File: src/rtl/wsp_pkg.sv
package wsp_pkg;

  // Projection constants
  localparam int SCREEN_WIDTH = 128;
  localparam int NEAR_DIST    = 64;
  localparam int CLIP_DEPTH   = 32;
  localparam int WALL_SCALE   = 128;
  localparam int TEX_SPAN     = 16;
  localparam int WALL_K       = WALL_SCALE * NEAR_DIST;

  // Divider: two quotient bits per stage, plus a sign fix-up stage
  localparam int DIV_STEPS = 16;
  localparam int DIV_LAT   = DIV_STEPS + 1;

  // Configuration register indexes
  typedef enum logic [1:0] {
    CFG_VIEWER_X = 2'd0,
    CFG_VIEWER_Y = 2'd1,
    CFG_VIEW_COS = 2'd2,
    CFG_VIEW_SIN = 2'd3
  } cfg_idx_t;

  // Which endpoint is moved to the clip depth
  typedef enum logic [1:0] {
    CLIP_NONE,
    CLIP_START,
    CLIP_END
  } clip_sel_t;

  typedef struct packed {
    logic signed [15:0] start_wx;
    logic signed [15:0] start_wy;
    logic signed [15:0] end_wx;
    logic signed [15:0] end_wy;
  } seg_in_t;

  typedef struct packed {
    logic               visible;
    logic signed [15:0] start_column;
    logic signed [15:0] start_height;
    logic signed [15:0] start_tex;
    logic signed [15:0] end_column;
    logic signed [15:0] end_height;
    logic signed [15:0] end_tex;
  } seg_out_t;

  // Divide request: sign of the numerator, its magnitude, positive divisor
  typedef struct packed {
    logic        neg;
    logic [31:0] mag;
    logic [15:0] den;
  } div_req_t;

endpackage

File: src/rtl/wsp_div.sv
// Pipelined restoring divider, truncates toward zero.
module wsp_div import wsp_pkg::*; (
  input  logic               clk,
  input  logic               en,
  input  div_req_t           req,
  output logic signed [32:0] quo
);

  logic [15:0]        rem_r [1:DIV_STEPS-1];
  logic [15:0]        den_r [1:DIV_STEPS-1];
  logic [31:0]        nq_r  [1:DIV_STEPS];
  logic               neg_r [1:DIV_STEPS];
  logic signed [32:0] quo_r;

  // One restoring step: shift in a numerator bit, subtract if it fits
  function automatic logic [47:0] div_step(input logic [15:0] rem, input logic [31:0] nq,
                                           input logic [15:0] den);
    logic [16:0] t;
    logic [31:0] q;
    t = {rem, nq[31]};
    q = {nq[30:0], 1'b0};
    if (t >= {1'b0, den}) begin
      t    = t - {1'b0, den};
      q[0] = 1'b1;
    end
    return {t[15:0], q};
  endfunction

  for (genvar s = 0; s < DIV_STEPS; s++) begin : g_step
    logic [15:0] rem_in;
    logic [15:0] den_in;
    logic [31:0] nq_in;
    logic        neg_in;
    logic [47:0] r1;
    logic [47:0] r2;

    if (s == 0) begin : g_first
      assign rem_in = '0;
      assign den_in = req.den;
      assign nq_in  = req.mag;
      assign neg_in = req.neg;
    end else begin : g_rest
      assign rem_in = rem_r[s];
      assign den_in = den_r[s];
      assign nq_in  = nq_r[s];
      assign neg_in = neg_r[s];
    end

    assign r1 = div_step(rem_in, nq_in, den_in);
    assign r2 = div_step(r1[47:32], r1[31:0], den_in);

    always_ff @(posedge clk) begin
      if (en) begin
        nq_r[s+1]  <= r2[31:0];
        neg_r[s+1] <= neg_in;
      end
    end

    // remainder and divisor are not needed past the last step
    if (s < DIV_STEPS - 1) begin : g_carry
      always_ff @(posedge clk) begin
        if (en) begin
          rem_r[s+1] <= r2[47:32];
          den_r[s+1] <= den_in;
        end
      end
    end
  end

  // Apply the sign
  always_ff @(posedge clk) begin
    if (en) begin
      quo_r <= neg_r[DIV_STEPS] ? -$signed({1'b0, nq_r[DIV_STEPS]})
                                :  $signed({1'b0, nq_r[DIV_STEPS]});
    end
  end

  assign quo = quo_r;

endmodule

File: config.mk
export PLATFORM = sky130hd
export DESIGN_NAME = wsp_div
export DESIGN_NICKNAME = d
export VERILOG_FILES = /design/src/rtl/wsp_pkg.sv /design/src/rtl/wsp_div.sv
export SDC_FILE = /design/constraint.sdc
export NUM_CORES = 2
export LEC_CHECK = 0
export BUFFER_PORTS_ARGS = -buffer_cell sky130_fd_sc_hd__clkbuf_2
export CORE_UTILIZATION = 60
export CTS_BUF_LIST = sky130_fd_sc_hd__clkbuf_8
export DETAILED_ROUTE_END_ITERATION = 8
export HOLD_SLACK_MARGIN = 0.03
export PLACE_DENSITY_LB_ADDON = 0.12
export SYNTH_ARGS = -nofsm -noshare
export SYNTH_HDL_FRONTEND = slang
export SYNTH_SLANG_ARGS = --single-unit
File: constraint.sdc
create_clock -name clk -period 5.8 [get_ports clk]
set_clock_uncertainty 0.15 [all_clocks]
set_input_delay 0 -clock clk [delete_from_list [all_inputs] [get_ports clk]]
set_output_delay 0 -clock clk [all_outputs]
set_load 0.02 [all_outputs]
After elaboration in Yosys (flattened, before gate mapping):

Memories as Yosys holds them, arrays and structs flattened.
Index checks and enable logic that the tools add are counted.

* bitwise operators: 0
* equality and inequality tests: 0
* divide/modulo/power cells: 0
* add/sub/neg operators: 32
* mux-type cells: 66
* multiply operators: 0
* reductions and logical operators: 0
* magnitude comparators: 32
* shifts and indexed selects: 0

Operators with widths (count)
* >= comparator 17 x 16 -> 1 bit: 31
* 2-to-1 mux 16 bit: 31
* subtractor 16 bit: 30
* 2-to-1 mux 1 bit: 34
* negation 32 -> 33 bit: 1
* 2-to-1 mux 32 bit: 1
* >= comparator 1 x 16 -> 1 bit: 1
* subtractor 1 x 16 -> 16 bit: 1

* latch bits: 0
* word-level logic and storage cells: 136
* bits in registers: 33
* input port bits: 51
* memory bits (writable): 1008
* memories kept: 4
* output and inout bits: 33
* bits in read-only memories: 0

Memory list
* nq_r: words 16, bits a word 32, rd ports 16, clocked after memory_dff 0, write ports 16, line wsp_div.sv:11 `logic [31:0] nq_r [1:DIV_STEPS];`
* den_r: words 15, bits a word 16, rd ports 15, clocked after memory_dff 0, write ports 15, line wsp_div.sv:10 `logic [15:0] den_r [1:DIV_STEPS-1];`
* rem_r: words 15, bits a word 16, rd ports 15, clocked after memory_dff 0, write ports 15, line wsp_div.sv:9 `logic [15:0] rem_r [1:DIV_STEPS-1];`
* neg_r: words 16, bits a word 1, rd ports 16, clocked after memory_dff 0, write ports 16, line wsp_div.sv:12 `logic neg_r [1:DIV_STEPS];`

Depth between registers and ports, before layout:

An unclocked memory read counts as a cell.

* word-level depth: 5
* gate-level depth with buffers: 23
* gate-level depth less buffers: 21

Least setup slack after synthesis:

No wires, ideal clock.

* kind: reg2reg
* start point: register rem_r[0][56] (netlist name)
* end point: register rem_r[0][71] (netlist name)
* setup slack: 0.129 ns
* stages on the path, launching flop included: 21
* period minus slack after synthesis: 5.671 ns
* required time: 5.390 ns
* arrival time: 5.261 ns
* buffers on the path: 3
* library setup time: 0.260 ns
* path through: edfxtp_1 ha_1 buf_2 and2_1 a311o_1 o21ai_0 nand2_1 a41oi_2 clkbuf_1 nand2_1 o21ai_0 ha_1 nor2b_1 o31a_1 o211a_1 a221o_1 a221oi_2 o21ai_1 a211oi_2 buf_4 mux2_2

==> impl_results.md <==
- Max cap viols: 0
- Final Setup Violations: 0
- Average cell area after synthesis: 11.87 sq um
- Max FO, Critical Path: 8
- Final Hold Fails: 0
- Clk Latency, worst-skew pair: 0.86 ns
- Commonest non-fill, non-tap cell in the layout: edfxtp_1
- Multi-input logic area: approximately 27000 sq um
- H-tree levels: 4
- Synth Area in Compound Gates: 13.40%
- Die Span Y: between 300 and 400 microns
- Vias in the first global route: roughly 40000
- Wire per inst: approximately 19 microns
- Clock buffer depth: 3
- Post-synthesis mux area share: about 6.0%
- Die width: around 320 microns
- Via-to-Cell Ratio: 5.879
- Slew margin rel.: around 29%
- Largest family of logic cells by synthesized area: compound AO/OA/AOI/OAI gates
- Initial DRC count: ~2800
- Post-Synth Adder-Cell Area: a little under an eighth
- Sequential Area: between 30000 and 40000 sq um
- IO buf count: 83
- Worst r2r path cells: 19
- Status: finished, final reports clean
- Post-synth ARST share: 0%
- Clock Tree Root: clkbuf_8
- Post-synthesis net count: about 5700
- Slew Limit Fails: 0
- Fin crit share: between 90% and 100%
- HPWL after DPL: around 94 mm
- Crit Path Category: flip-flop to flip-flop
- Worst hold stages: 2
- Cell Area, Synth: just over 60000 sq um
- Least-Margin Pin Slew: approximately 1.1 ns
- Share of cells above drive strength 1: 13.90%
- Initial antenna violation count: 2
- Via count: 40550
- Pre-Repair DR Iteration Count: 5
- Minimum clock period: approximately 5.6 ns
- Setup crit start: den_r[0][49]
- Core box area: about 100000 sq um
- Antenna Nets Post-Route: 0
- Number of synthesized register bits: between 1000 and 1500
- Routed WL: 128.1 mm
- P&R area growth vs syn: 11.66%
- Required @ worst endpoint: about 6.3 ns
- Clk sinks: approximately 1000
- First-pass GRT wire length: around 200 mm
- Cts bufs inserted: 171
- Critical path capture point type: flip-flop
- Worst setup SP type: flip-flop
- Initial core utilization: slightly above 60%
- Fmax: 178.0 MHz
- Die footprint: ~100000 sq um
- CTS tree: yes
- Fin nets: 6042
- GP Congestion: roughly 0.93
- Grt ovf: 0
- Layout fillers: between 7000 and 8000
- Ys flop type: edfxtp_1
- Xor-xnor portion of the synthesized cell area: under 10%
- Post-route DRC violation count: 0
- Ys Warns: 0
- Layout Cells excl Fill: just under 7000
- EDFF count, synth: about 1000
- Sequential element share of the synthesized area: between 50 and 60%
- Largest net degree at the start of global routing: approximately 190
- Clock transition at path regs: about 0.060 ns
- Most frequent cells in the layout: 1041 x edfxtp_1, 498 x ha_1, 488 x inv_1
- RR Startpoint: den_r[0][49]
- HP Class: input port to flip-flop
- Gr usage total: 24.99%
- Site Rows: 116
- Hold path start: en
- Post-Syn Instances: between 5000 and 6000
- Library cells used by synthesis: about 90
- I/O pin cnt: 84
- Worst EP arrival: approximately 6.1 ns
- Placed cell count: roughly 6500
- Post-Synth Simple-Gate Area: 8.716%
kinds of logic after synthesis:
| logic type | Yosys count |
|---|---|
| AOI/OAI and AO/OA | 1222 |
| xor gates and xnor gates | 376 |
| adders and majority gates | 529 |
| buffers and inverters | 524 |
| DFF | 1041 |
| muxes | 327 |
| and+or+nand+nor | 1071 |
state kept, by name (all words and copies together) (netlist names):
signal	flops
nq_r	512
rem_r	240
quo	33
neg_r	16
den_r	240
stage by stage:
stage	util, %	area [sq um]	setup slack, ns	hold WS [ns]	setup TNS (ns)
after floorplan	-	60420	0.1294	-0.05113	0
after global placement	62.88	62880	0.1874	0.02694	0
after detailed placement	62.88	62880	0.07266	0.02860	0
after CTS	67.27	67270	0.02660	0.1049	0
after global routing	67.46	67460	-0.03463	0.1696	-0.2383
final	67.46	67460	0.1812	0.1437	0
final cells by class:
type | count | share of cell area, %
clock buffer | 171 | 3.489
multi-input combinational | 3525 | 40.47
clock inverter | 137 | 1.560
timing repair buffer | 267 | 3.196
tap | 1298 | 2.407
antenna | 2 | 0.007419
inverter | 456 | 2.537
sequential | 1041 | 46.34
worst max-delay path: stages, from the launching register on:
cell      delay (ns)
edfxtp_1        0.43
inv_2           0.14
ha_1            0.26
nor2b_1         0.16
o311a_1         0.36
o41ai_1         0.28
nand2_1         0.15
a41oi_4         0.38
mux2_2          0.40
ha_1            0.35
o21a_1          0.20
o31a_1          0.13
o211a_1         0.26
a221o_1         0.38
a221oi_4        0.33
o21ai_2         0.11
a211oi_2        0.25
buf_4           0.16
buf_6           0.14
mux2_2          0.35
cell usage after synthesis, types with 10 or more instances:
cell type  number  area [sq um]
a31o_2         16         140.1
mux2_2        278          3131
nand2_1       251         942.2
o21bai_1       60         450.4
a21o_1        133         998.5
o211a_1        10         100.1
nand3_1        71         355.3
a21boi_0       10         75.07
o21a_1         84         630.6
a31oi_1        56         350.3
xor2_1        132          1156
nor3_1        122         610.6
or3_1          29         181.4
inv_1         455          1708
and3_1         31         193.9
and2_1         20         125.1
fa_1           30         600.6
mux2i_1        43         430.4
xnor2_1       244          2137
nand4_1        68         425.4
nand2b_1       54         337.8
nor4_1         31         193.9
edfxtp_1     1041         31260
a2111oi_0      11         96.34
a21oi_1       306          1531
o31ai_1        34         255.2
o41ai_1        17         148.9
a311oi_1       14         122.6
nor2_1        271          1017
o2111ai_1      17         148.9
a211o_1        22         192.7
or2_2          24         150.1
ha_1          499          6243
o31a_1         19         166.4
buf_2          14         70.07
o211ai_1       32         240.2
nor2b_1        50         312.8
clkbuf_1       48         180.2
a211oi_1       48         360.4
o21ai_0       242          1211
worst paths after layout:
| path | to | slack (ns) |
|---|---|---|
| hold / removal | nq_r[0][47] | 0.14 |
| setup reg to reg | rem_r[0][69] | 0.18 |
| setup / recovery | rem_r[0][69] | 0.18 |
| hold reg to reg | nq_r[0][253] | 0.25 |
per-layer routing:
layer / global-route usage (%) / routed length (microns) / vias to the layer above
met4: 7.457 / 2925 / 0
met3: 3.569 / 5728 / 222
li1: - / - / 19990
met2: 41.75 / 61130 / 953
met5: 0 / 0 / -
met1: 33.87 / 58280 / 19390
repair_timing:
item / in CTS / in global routing
setup buffers: 0 / 6
setup endpoints to repair: 0 / 119
hold buffers: 98 / 0
endpoints found under the hold margin: 168 / 0
resized for setup: 0 / 32
Power is left out: the tool's default activity adds up to more than one toggle a clock period on the data nets, which glitch-free logic cannot reach.
